<file path="config.mk">
export PLATFORM = sky130hd
export DESIGN_NAME = flow_bad_pixel_rate
export DESIGN_NICKNAME = d
export VERILOG_FILES = /design/src/hw/rtl/fbpr_pkg.sv /design/src/hw/rtl/fbpr_csr.sv /design/src/hw/rtl/fbpr_ctrl.sv /design/src/hw/rtl/fbpr_dpath.sv /design/src/hw/rtl/flow_bad_pixel_rate.sv
export VERILOG_INCLUDE_DIRS = /design/src /design/src/hw/rtl
export SDC_FILE = /design/constraint.sdc
export NUM_CORES = 2
export LEC_CHECK = 0
export BUFFER_PORTS_ARGS = -buffer_cell sky130_fd_sc_hd__buf_2
export CORE_MARGIN = 2
export CORE_UTILIZATION = 55
export DETAILED_ROUTE_END_ITERATION = 10
export PLACE_DENSITY = 0.72
export SYNTH_ARGS = -nofsm -noshare
export SYNTH_HDL_FRONTEND = slang
export SYNTH_SLANG_ARGS = --single-unit
</file>
<file path="constraint.sdc">
create_clock -name clock -period 10.55 [get_ports clock]
set_input_delay 1.5825 -clock clock [delete_from_list [all_inputs] [get_ports clock]]
set_output_delay 1.5825 -clock clock [all_outputs]
set_load 0.1 [all_outputs]
</file>
<file path="src/hw/rtl/assert_macros.svh">
// ---------------------------------------------------------------------------
// Assertion macros
// Shared concurrent assertion forms for the RTL.
// ---------------------------------------------------------------------------
`ifndef ASSERT_MACROS_SVH
`define ASSERT_MACROS_SVH

// The consequent must hold in the same cycle as the antecedent.
`define ASSERT_IMPLY(label, clk, rst, ante, cons) \
   label: assert property (@(posedge clk) disable iff (rst) (ante) |-> (cons)) \
      else $error("same-cycle implication failed");

// The consequent must hold in the cycle after the antecedent.
`define ASSERT_NEXT(label, clk, rst, ante, cons) \
   label: assert property (@(posedge clk) disable iff (rst) (ante) |=> (cons)) \
      else $error("next-cycle implication failed");

`endif

</file>
<file path="src/hw/rtl/fbpr_pkg.sv">
// ---------------------------------------------------------------------------
// fbpr_pkg
// Shared widths, register indexes and control types of the flow outlier block.
// ---------------------------------------------------------------------------
`default_nettype none

package fbpr_pkg;

   localparam int MAX_PIXELS_LOG2_DEF = 22;
   localparam int FRAC_BITS_DEF       = 8;

   localparam int FLOW_W      = 24;               // one flow component
   localparam int DIFF_W      = FLOW_W + 1;       // magnitude of a difference
   localparam int SQ_W        = 2 * DIFF_W - 1;   // one squared difference
   localparam int SQ_SUM_W    = SQ_W + 1;         // squared endpoint error
   localparam int ERR_THR_W   = 15;
   localparam int UNK_THR_W   = 23;
   localparam int OUT_CNT_W   = 23;
   localparam int FRAC_W      = 17;
   localparam int DIV_STEPS   = 16;
   localparam int STEP_W      = $clog2(DIV_STEPS);
   localparam int REQ_DATA_W  = 4 * FLOW_W;
   localparam int RSP_DATA_W  = 64;
   localparam int RSP_USER_W  = 2;
   localparam int CSR_INDEX_W = 8;
   localparam int CSR_DATA_W  = 32;

   localparam logic [CSR_INDEX_W-1:0] REG_ERROR_THRESHOLD   = 8'd0;
   localparam logic [CSR_INDEX_W-1:0] REG_UNKNOWN_THRESHOLD = 8'd1;

   localparam logic [ERR_THR_W-1:0] ERR_THR_RESET = 15'd1;
   localparam logic [UNK_THR_W-1:0] UNK_THR_RESET = 23'd8388606;

   typedef struct packed {
      logic capture;
      logic square;
      logic compare;
      logic div_init;
      logic div_step;
      logic load;
   } cmd_type;

   typedef struct packed {
      logic last;
      logic any_valid;
      logic out_free;
   } status_type;

endpackage

`default_nettype wire

</file>
<file path="src/hw/rtl/fbpr_csr.sv">
// ---------------------------------------------------------------------------
// fbpr_csr
// Configuration registers: error threshold and unknown-truth threshold.
// ---------------------------------------------------------------------------
`default_nettype none

module fbpr_csr (
   input  wire logic                             clock,
   input  wire logic                             reset,
   input  wire logic                             csr_valid,
   output logic                                  csr_ready,
   input  wire logic [fbpr_pkg::CSR_INDEX_W-1:0] csr_index,
   input  wire logic [fbpr_pkg::CSR_DATA_W-1:0]  csr_data,
   output logic [fbpr_pkg::ERR_THR_W-1:0]        error_threshold,
   output logic [fbpr_pkg::UNK_THR_W-1:0]        unknown_threshold
);
   import fbpr_pkg::*;

   logic [ERR_THR_W-1:0] err_thr_ff, err_thr_in;
   logic [UNK_THR_W-1:0] unk_thr_ff, unk_thr_in;

   assign csr_ready = 1'b1;

   always_comb begin
      err_thr_in = err_thr_ff;
      unk_thr_in = unk_thr_ff;
      if (csr_valid) begin
         unique case (csr_index)
            REG_ERROR_THRESHOLD:   err_thr_in = csr_data[ERR_THR_W-1:0];
            REG_UNKNOWN_THRESHOLD: unk_thr_in = csr_data[UNK_THR_W-1:0];
            default: ;
         endcase
      end
   end

   always_ff @(posedge clock) begin
      if (reset) begin
         err_thr_ff <= ERR_THR_RESET;
         unk_thr_ff <= UNK_THR_RESET;
      end else begin
         err_thr_ff <= err_thr_in;
         unk_thr_ff <= unk_thr_in;
      end
   end

   assign error_threshold   = err_thr_ff;
   assign unknown_threshold = unk_thr_ff;

endmodule

`default_nettype wire

</file>
<file path="src/hw/rtl/fbpr_ctrl.sv">
// ---------------------------------------------------------------------------
// fbpr_ctrl
// Sequencer: steps a pixel through square, compare, last-pixel divide, load.
// ---------------------------------------------------------------------------
`default_nettype none

module fbpr_ctrl (
   input  wire logic                 clock,
   input  wire logic                 reset,
   input  wire logic                 req_tvalid,
   output logic                      req_tready,
   input  wire fbpr_pkg::status_type status,
   output fbpr_pkg::cmd_type         cmd
);
   import fbpr_pkg::*;

   localparam logic [2:0] ST_IDLE     = 3'd0;
   localparam logic [2:0] ST_SQUARE   = 3'd1;
   localparam logic [2:0] ST_COMPARE  = 3'd2;
   localparam logic [2:0] ST_DIV_INIT = 3'd3;
   localparam logic [2:0] ST_DIVIDE   = 3'd4;
   localparam logic [2:0] ST_LOAD     = 3'd5;

   localparam logic [STEP_W-1:0] StepLast = STEP_W'(DIV_STEPS - 1);

   logic [2:0]        state_ff, state_in;
   logic [STEP_W-1:0] step_ff, step_in;

   always_comb begin
      state_in   = state_ff;
      step_in    = step_ff;
      cmd        = '0;
      req_tready = (state_ff == ST_IDLE);
      unique case (state_ff)
         ST_IDLE: begin
            if (req_tvalid) begin
               cmd.capture = 1'b1;
               state_in    = ST_SQUARE;
            end
         end
         ST_SQUARE: begin
            cmd.square = 1'b1;
            state_in   = ST_COMPARE;
         end
         ST_COMPARE: begin
            cmd.compare = 1'b1;
            state_in    = status.last ? ST_DIV_INIT : ST_LOAD;
         end
         ST_DIV_INIT: begin
            if (status.any_valid) begin
               cmd.div_init = 1'b1;
               step_in      = '0;
               state_in     = ST_DIVIDE;
            end else begin
               state_in = ST_LOAD;
            end
         end
         ST_DIVIDE: begin
            cmd.div_step = 1'b1;
            step_in      = step_ff + 1'b1;
            if (step_ff == StepLast) begin
               state_in = ST_LOAD;
            end
         end
         ST_LOAD: begin
            if (status.out_free) begin
               cmd.load = 1'b1;
               state_in = ST_IDLE;
            end
         end
         default: state_in = ST_IDLE;
      endcase
   end

   always_ff @(posedge clock) begin
      if (reset) begin
         state_ff <= ST_IDLE;
         step_ff  <= '0;
      end else begin
         state_ff <= state_in;
         step_ff  <= step_in;
      end
   end

endmodule

`default_nettype wire

</file>
<file path="src/hw/rtl/fbpr_dpath.sv">
// ---------------------------------------------------------------------------
// fbpr_dpath
// Datapath: error squares, threshold compare, counters, divider, output word.
// ---------------------------------------------------------------------------
`default_nettype none

module fbpr_dpath #(
   parameter int MAX_PIXELS_LOG2 = fbpr_pkg::MAX_PIXELS_LOG2_DEF,
   parameter int FRAC_BITS       = fbpr_pkg::FRAC_BITS_DEF
) (
   input  wire logic                            clock,
   input  wire logic                            reset,
   input  wire logic [fbpr_pkg::REQ_DATA_W-1:0] req_tdata,
   input  wire logic                            req_tlast,
   input  wire logic [fbpr_pkg::ERR_THR_W-1:0]  error_threshold,
   input  wire logic [fbpr_pkg::UNK_THR_W-1:0]  unknown_threshold,
   input  wire fbpr_pkg::cmd_type               cmd,
   output fbpr_pkg::status_type                 status,
   output logic                                 rsp_tvalid,
   input  wire logic                            rsp_tready,
   output logic [fbpr_pkg::RSP_DATA_W-1:0]      rsp_tdata,
   output logic [fbpr_pkg::RSP_USER_W-1:0]      rsp_tuser,
   output logic                                 rsp_tlast
);
   import fbpr_pkg::*;

   localparam int CntW   = MAX_PIXELS_LOG2 + 1;
   localparam int LimW   = ERR_THR_W + FRAC_BITS;
   localparam int LimSqW = 2 * LimW;
   localparam int CmpW   = (LimSqW > SQ_SUM_W) ? LimSqW : SQ_SUM_W;
   localparam logic [CntW-1:0] CntCap = {1'b1, {MAX_PIXELS_LOG2{1'b0}}};

   // Capture stage: difference magnitudes and the known-truth test.
   logic [FLOW_W-1:0] est_x, est_y, truth_x, truth_y;
   logic [DIFF_W-1:0] diff_x, diff_y, dmag_x, dmag_y;
   logic [FLOW_W-1:0] tmag_x, tmag_y;
   logic              known;

   logic [DIFF_W-1:0] dmx_ff, dmx_in, dmy_ff, dmy_in;
   logic              valid_ff, valid_in, last_ff, last_in;

   assign est_x   = req_tdata[FLOW_W-1:0];
   assign est_y   = req_tdata[2*FLOW_W-1:FLOW_W];
   assign truth_x = req_tdata[3*FLOW_W-1:2*FLOW_W];
   assign truth_y = req_tdata[4*FLOW_W-1:3*FLOW_W];

   always_comb begin
      diff_x = {est_x[FLOW_W-1], est_x} - {truth_x[FLOW_W-1], truth_x};
      diff_y = {est_y[FLOW_W-1], est_y} - {truth_y[FLOW_W-1], truth_y};
      dmag_x = diff_x[DIFF_W-1] ? (~diff_x + 1'b1) : diff_x;
      dmag_y = diff_y[DIFF_W-1] ? (~diff_y + 1'b1) : diff_y;
      tmag_x = truth_x[FLOW_W-1] ? (~truth_x + 1'b1) : truth_x;
      tmag_y = truth_y[FLOW_W-1] ? (~truth_y + 1'b1) : truth_y;
      known  = (tmag_x <= {1'b0, unknown_threshold}) ||
               (tmag_y <= {1'b0, unknown_threshold});
      dmx_in   = cmd.capture ? dmag_x : dmx_ff;
      dmy_in   = cmd.capture ? dmag_y : dmy_ff;
      valid_in = cmd.capture ? known : valid_ff;
      last_in  = cmd.capture ? req_tlast : last_ff;
   end

   // Square stage. A difference magnitude stays below 2^24, so its square
   // fits in SQ_W bits.
   logic [SQ_W-1:0]     prod_x, prod_y;
   logic [SQ_W-1:0]     sqx_ff, sqx_in, sqy_ff, sqy_in;
   logic [LimW-1:0]     lim;
   logic [LimSqW-1:0]   limsq_ff, limsq_in;

   assign prod_x = SQ_W'(dmx_ff) * SQ_W'(dmx_ff);
   assign prod_y = SQ_W'(dmy_ff) * SQ_W'(dmy_ff);
   assign lim    = LimW'(error_threshold) << FRAC_BITS;

   always_comb begin
      sqx_in   = cmd.square ? prod_x : sqx_ff;
      sqy_in   = cmd.square ? prod_y : sqy_ff;
      limsq_in = LimSqW'(lim) * LimSqW'(lim);
   end

   // Compare stage, counters and divider.
   logic [CmpW-1:0]   err2;
   logic              correct;
   logic              wrong_ff, wrong_in;
   logic [CntW-1:0]   vcnt_ff, vcnt_in, ccnt_ff, ccnt_in;
   logic [CntW-1:0]   ccnt_clamp, bad_cnt;
   logic [CntW:0]     rem_ff, rem_in, rem_shift, div_num, vcnt_ext;
   logic [FRAC_W-1:0] quo_ff, quo_in;
   logic              init_ge, step_ge;

   always_comb begin
      err2       = CmpW'(sqx_ff) + CmpW'(sqy_ff);
      correct    = valid_ff && (err2 <= CmpW'(limsq_ff));
      ccnt_clamp = (ccnt_ff > vcnt_ff) ? vcnt_ff : ccnt_ff;
      bad_cnt    = vcnt_ff - ccnt_clamp;
      vcnt_ext   = {1'b0, vcnt_ff};
      div_num    = {1'b0, bad_cnt};
      init_ge    = (div_num >= vcnt_ext);
      rem_shift  = {rem_ff[CntW-1:0], 1'b0};
      step_ge    = (rem_shift >= vcnt_ext);

      wrong_in = wrong_ff;
      vcnt_in  = vcnt_ff;
      ccnt_in  = ccnt_ff;
      rem_in   = rem_ff;
      quo_in   = quo_ff;

      if (cmd.compare) begin
         wrong_in = valid_ff && !correct;
         if (valid_ff && (vcnt_ff != CntCap)) begin
            vcnt_in = vcnt_ff + 1'b1;
         end
         if (correct && (ccnt_ff != CntCap)) begin
            ccnt_in = ccnt_ff + 1'b1;
         end
      end
      if (cmd.div_init) begin
         rem_in = init_ge ? (div_num - vcnt_ext) : div_num;
         quo_in = {{(FRAC_W-1){1'b0}}, init_ge};
      end
      if (cmd.div_step) begin
         rem_in = step_ge ? (rem_shift - vcnt_ext) : rem_shift;
         quo_in = {quo_ff[FRAC_W-2:0], step_ge};
      end
      if (cmd.load && last_ff) begin
         vcnt_in = '0;
         ccnt_in = '0;
      end
   end

   // Output register.
   logic                 rsp_valid_ff, rsp_valid_in;
   logic                 pv_ff, pv_in, pw_ff, pw_in, done_ff, done_in;
   logic [OUT_CNT_W-1:0] vt_ff, vt_in, ct_ff, ct_in;
   logic [FRAC_W-1:0]    frac_ff, frac_in;

   always_comb begin
      rsp_valid_in = rsp_valid_ff;
      pv_in        = pv_ff;
      pw_in        = pw_ff;
      done_in      = done_ff;
      vt_in        = vt_ff;
      ct_in        = ct_ff;
      frac_in      = frac_ff;
      if (cmd.load) begin
         rsp_valid_in = 1'b1;
         pv_in        = valid_ff;
         pw_in        = wrong_ff;
         done_in      = last_ff;
         vt_in        = last_ff ? OUT_CNT_W'(vcnt_ff) : '0;
         ct_in        = last_ff ? OUT_CNT_W'(ccnt_clamp) : '0;
         frac_in      = (last_ff && (vcnt_ff != '0)) ? quo_ff : '0;
      end else if (rsp_tready) begin
         rsp_valid_in = 1'b0;
      end
   end

   always_ff @(posedge clock) begin
      if (reset) begin
         vcnt_ff      <= '0;
         ccnt_ff      <= '0;
         rsp_valid_ff <= 1'b0;
      end else begin
         vcnt_ff      <= vcnt_in;
         ccnt_ff      <= ccnt_in;
         rsp_valid_ff <= rsp_valid_in;
      end
   end

   always_ff @(posedge clock) begin
      dmx_ff   <= dmx_in;
      dmy_ff   <= dmy_in;
      valid_ff <= valid_in;
      last_ff  <= last_in;
      sqx_ff   <= sqx_in;
      sqy_ff   <= sqy_in;
      limsq_ff <= limsq_in;
      wrong_ff <= wrong_in;
      rem_ff   <= rem_in;
      quo_ff   <= quo_in;
      pv_ff    <= pv_in;
      pw_ff    <= pw_in;
      done_ff  <= done_in;
      vt_ff    <= vt_in;
      ct_ff    <= ct_in;
      frac_ff  <= frac_in;
   end

   assign status.last      = last_ff;
   assign status.any_valid = (vcnt_ff != '0);
   assign status.out_free  = !rsp_valid_ff || rsp_tready;

   assign rsp_tvalid = rsp_valid_ff;
   assign rsp_tdata  = {{(RSP_DATA_W - 2*OUT_CNT_W - FRAC_W){1'b0}}, frac_ff, ct_ff, vt_ff};
   assign rsp_tuser  = {pw_ff, pv_ff};
   assign rsp_tlast  = done_ff;

endmodule

`default_nettype wire

</file>
<file path="src/hw/rtl/flow_bad_pixel_rate.sv">
// ---------------------------------------------------------------------------
// flow_bad_pixel_rate
// Optical flow endpoint-error outlier counter with per-frame bad fraction.
// ---------------------------------------------------------------------------
//
//   Channel  Direction  Contents of one word
//   req_     in         est_x, est_y, truth_x, truth_y (tdata), last_pixel (tlast)
//   rsp_     out        totals, bad_fraction (tdata), valid, wrong (tuser), frame_done (tlast)
//   csr_     in         register index and write data
//
// An ordinary pixel goes from acceptance to the next acceptance through
// capture, square, compare and load of the output register. The last pixel of
// a frame adds a divider start and 16 restoring divider steps, which are both
// skipped when the frame had no valid pixel. The next pixel may enter while
// a finished word waits; its load stalls until that word is taken.
// Reset is synchronous and active high and clears counters, sequencer and valid.
//
`default_nettype none

`include "assert_macros.svh"

module flow_bad_pixel_rate #(
   parameter int MAX_PIXELS_LOG2 = fbpr_pkg::MAX_PIXELS_LOG2_DEF,
   parameter int FRAC_BITS       = fbpr_pkg::FRAC_BITS_DEF
) (
   input  wire logic                             clock,
   input  wire logic                             reset,
   // Pixel input.
   input  wire logic                             req_tvalid,
   output logic                                  req_tready,
   // est_x [23:0], est_y [47:24], truth_x [71:48], truth_y [95:72]
   input  wire logic [fbpr_pkg::REQ_DATA_W-1:0]  req_tdata,
   input  wire logic                             req_tlast,
   // Per-pixel result.
   output logic                                  rsp_tvalid,
   input  wire logic                             rsp_tready,
   // valid_total [22:0], correct_total [45:23], bad_fraction [62:46], zero [63]
   output logic [fbpr_pkg::RSP_DATA_W-1:0]       rsp_tdata,
   // pixel_valid [0], pixel_wrong [1]
   output logic [fbpr_pkg::RSP_USER_W-1:0]       rsp_tuser,
   output logic                                  rsp_tlast,
   // Register writes.
   input  wire logic                             csr_valid,
   output logic                                  csr_ready,
   input  wire logic [fbpr_pkg::CSR_INDEX_W-1:0] csr_index,
   input  wire logic [fbpr_pkg::CSR_DATA_W-1:0]  csr_data
);
   import fbpr_pkg::*;

   logic [ERR_THR_W-1:0] error_threshold;
   logic [UNK_THR_W-1:0] unknown_threshold;
   cmd_type              cmd;
   status_type           status;

   // The user must write thresholds only while no pixel is in flight; the block itself does not enforce it.
   fbpr_csr u_csr (
      .clock             (clock),
      .reset             (reset),
      .csr_valid         (csr_valid),
      .csr_ready         (csr_ready),
      .csr_index         (csr_index),
      .csr_data          (csr_data),
      .error_threshold   (error_threshold),
      .unknown_threshold (unknown_threshold)
   );

   // The sequencer owns the input handshake; one pixel is in flight at a time.
   fbpr_ctrl u_ctrl (
      .clock      (clock),
      .reset      (reset),
      .req_tvalid (req_tvalid),
      .req_tready (req_tready),
      .status     (status),
      .cmd        (cmd)
   );

   // The datapath owns the counters, the divider and the output register.
   fbpr_dpath #(
      .MAX_PIXELS_LOG2 (MAX_PIXELS_LOG2),
      .FRAC_BITS       (FRAC_BITS)
   ) u_dpath (
      .clock             (clock),
      .reset             (reset),
      .req_tdata         (req_tdata),
      .req_tlast         (req_tlast),
      .error_threshold   (error_threshold),
      .unknown_threshold (unknown_threshold),
      .cmd               (cmd),
      .status            (status),
      .rsp_tvalid        (rsp_tvalid),
      .rsp_tready        (rsp_tready),
      .rsp_tdata         (rsp_tdata),
      .rsp_tuser         (rsp_tuser),
      .rsp_tlast         (rsp_tlast)
   );

   // A result is loaded only into a free output register.
   `ASSERT_IMPLY(a_load_free, clock, reset, cmd.load, status.out_free)
   // After a pixel is taken, the next one waits until this one is done.
   `ASSERT_NEXT(a_one_in_flight, clock, reset, req_tvalid && req_tready, !req_tready)
   // A wrong pixel is always a valid pixel.
   `ASSERT_IMPLY(a_wrong_valid, clock, reset, rsp_tvalid && rsp_tuser[1], rsp_tuser[0])
   // Frame totals appear only on the frame's last word.
   `ASSERT_IMPLY(a_totals_last, clock, reset, rsp_tvalid && !rsp_tlast, rsp_tdata == '0)

endmodule

`default_nettype wire
</file>
==> reports/results.ini <==
[cts]
cts_buffers=46
clk_pin_slew_ns=0.06
htree_levels=2
cts.sink_count=376
clock_latency_ns=0.65
clock_path_buffers=3
cts_tree=yes
cts_root_buffer=clkbuf_16
cts_setup_buffers=0
cts_resized=0
cts_hold_buf=0

[routing]
routed_wl_um=169000
antenna_left=0
drt_iter0_markers=3166
num_vias=50446
drc=0
first_pass_iters=6
wire_per_inst_um=18.5
vias_per_cell=5.52

[worst_setup_path]
r2r_cells=24
endpoint_kind=register
crit_arrival_ns=9.25
cp.required_ns=10.95
crit_path_top_delay_cell=edfxtp_1
crit_top_cell=fa_1
critPathKind=register to register
cp-start-kind=register
cp_max_fo=10
worst_path_largest_cell_delay_ns=0.88
cp_cell_sequence=inv_1, nor2_1, fa_1, fa_1, inv_1, fa_1, inv_1, fa_1, fa_1, fa_1, inv_1, fa_1, inv_1, ha_1, a21o_1, a21oi_1, o21ai_0, nor4b_1, a21oi_1, o311ai_0, o31ai_1, o31ai_1, o21ai_0, xnor2_1

[final_layout]
final_layout_size_suffix_gt1_share_pct=5.35
fin_nets=9420
utilization_pct=58.9
area_growth_pct=6.50
fill_cells=10653

[flow_run]
maxCapViolCount=0

[sta]
min_period_over_period_pct=83.9
slew_headroom_pct=20.8
drv_slew=0
hold_violations=0
fin_worst_skew_ns=0.0547
period_needed_ns=8.86
report.final.setup_viol=0
worst_pin_slew_ns=1.16
timing.fmax_mhz=113
rsz0062_at_grt=false
fin_setup_tns_ns=0

[floorplanning]
fp-row-count=128
die_x_um=354
start_util_pct=55.4
core_region_area_sq_um=122000
die_h_um=354
io_pins=212
die-area_sq_um=125000

[grt]
grt.overflow.total=0
antenna_found_initial=5
grt_usage_pct=27.8
grt_pass1_vias=53007
grt_max_degree=68
grt_pass1_wl_um=278000

[synthesis]
ys_async_sr_fraction_pct=0
ys_warn_count=0
ys_seq_elements=376
yosysSeqAreaShare_pct=15.0
synth-main-ff-cell=edfxtp_1
synth_edf_count=255
synthCells=7367
syn_nets=9309
postSynthAreaPerCell_sq_um=9.14
synth_area_sq_um=67400
synth_cell_types=87

[min_path]
holdPathStages=2
hp-class=register to register

[placed_design]
port_buffers=200
dp_hpwl_um=140000
place.gp.congestion=0.941

[status]
status=finished, final reports clean

routing by layer:
metal | GRT usage, % | share of wire, % | vias to the layer above
li1 | - | - | 23576
met1 | 38.2 | 43 | 25067
met2 | 45.9 | 47 | 1504
met3 | 3.89 | 6.6 | 297
met4 | 8.47 | 3.2 | 2
met5 | 0 | 0.0071 | -
final cells by class:
cell class | count | area (sq um) | area share, %
multi-input combinational | 5074 | 50100 | 69.9
sequential | 376 | 10100 | 14.0
inverter | 1710 | 6420 | 8.95
tap | 1625 | 2030 | 2.83
timing repair buffer | 270 | 1530 | 2.13
clock buffer | 53 | 1240 | 1.73
clock inverter | 30 | 324 | 0.452
antenna | 1 | 2.50 | 0.00349
cells in the final DEF (no fill, tap or decap), types with 27 or more instances in the layout:
cell	instances
a211oi_1	27
nor3_1	61
nand2_1	581
nor2b_1	62
mux2i_1	80
a31oi_1	28
and3_1	57
buf_4	70
ha_1	726
dfxtp_1	121
fa_1	1074
edfxtp_1	255
a21o_1	154
o21ai_0	177
a21oi_1	324
nand3_1	88
o21a_1	43
inv_1	1709
xnor2_1	276
nor2_1	369
or3_1	36
and2_1	335
o31ai_1	33
xor2_1	98
o21bai_1	34
buf_2	200
nand2b_1	39
nand4_1	67
clkbuf_16	48
flip-flops by register name, summed over array words and instances (netlist names), 4 cells and up:
signal,cells
u_dpath.sqx_ff,48
u_dpath.sqy_ff,48
u_dpath.limsq_ff,29
u_dpath.dmx_ff,25
u_dpath.dmy_ff,25
u_csr.unknown_threshold,23
u_dpath.ccnt_ff,23
u_dpath.ct_ff,23
u_dpath.rem_ff,23
u_dpath.vcnt_ff,23
u_dpath.vt_ff,23
u_dpath.frac_ff,17
u_dpath.quo_ff,17
u_csr.error_threshold,15
u_ctrl.step_ff,4
cell families (layout without fill, tap and decap cells):
kind of cell,Yosys count,count (layout),synth area share (%)
and+or+nand+nor,1808,1808,13.2
AOI/OAI and AO/OA,999,999,9.52
xor gates and xnor gates,374,374,4.86
muxes,91,91,1.37
buffers and inverters,1917,2063,10.7
adders and majority gates,1800,1800,45.4
other,2,3,0.0111
DFF,376,376,15.0
worst max-delay path: cells and delay by family, from the launching register on:
kind,cells,cell delay (ns)
AOI/OAI and AO/OA,8,2.63
xor gates and xnor gates,1,0.16
buffers and inverters,5,0.73
DFF,1,0.88
and+or+nand+nor,2,0.60
adders and majority gates,8,3.58
through the flow:
step	cells	hold WS (ns)	area, sq um	worst slack [ns]
2_1_floorplan	7367	0.389	67400	2.51
3_5_place_dp	9055	0.425	70200	1.87
6_report	9139	0.467	71700	1.69
3_3_place_gp	9055	0.449	70200	1.97
5_1_grt	9138	0.482	71700	1.15
4_1_cts	9138	0.469	71700	1.80
worst paths after layout:
| check | from | to | slack (ns) |
|---|---|---|---|
| max | u_dpath.dmx_ff[11] | u_dpath.sqx_ff[48] | 1.69 |
| min | u_csr.unknown_threshold[4] | u_csr.unknown_threshold[4] | 0.47 |
| max reg2reg | u_dpath.dmx_ff[11] | u_dpath.sqx_ff[48] | 1.69 |
| min reg2reg | u_csr.unknown_threshold[4] | u_csr.unknown_threshold[4] | 0.47 |
cell usage after synthesis (all sizes together) (14+ instances only):
| cell type | instances | share of area (%) |
|---|---|---|
| a2111oi | 15 | 0.20 |
| o21bai | 35 | 0.39 |
| o21ai | 181 | 1.4 |
| or4 | 16 | 0.19 |
| nand4 | 67 | 0.62 |
| nor4 | 23 | 0.21 |
| a211oi | 28 | 0.32 |
| nor2b | 64 | 0.59 |
| nand3 | 89 | 0.67 |
| a21oi | 324 | 2.4 |
| ha | 726 | 13 |
| fa | 1074 | 32 |
| dfxtp | 121 | 3.6 |
| buf | 17 | 0.13 |
| inv | 1709 | 9.5 |
| or3 | 36 | 0.33 |
| edfxtp | 255 | 11 |
| a31oi | 29 | 0.27 |
| o31ai | 34 | 0.39 |
| nand2 | 581 | 3.2 |
| nand2b | 39 | 0.36 |
| mux2i | 80 | 1.2 |
| o21a | 43 | 0.48 |
| xnor2 | 276 | 3.6 |
| a21o | 154 | 1.7 |
| nand3b | 26 | 0.29 |
| a21boi | 14 | 0.16 |
| nor3 | 62 | 0.46 |
| o211ai | 21 | 0.23 |
| nor2 | 370 | 2.1 |
| and3 | 57 | 0.53 |
| xor2 | 98 | 1.3 |
| clkbuf | 190 | 1.1 |
| or2 | 14 | 0.13 |
| and2 | 336 | 3.1 |
Power is left out: the tool's default activity adds up to more than one toggle a clock period on the data nets, which glitch-free logic cannot reach.
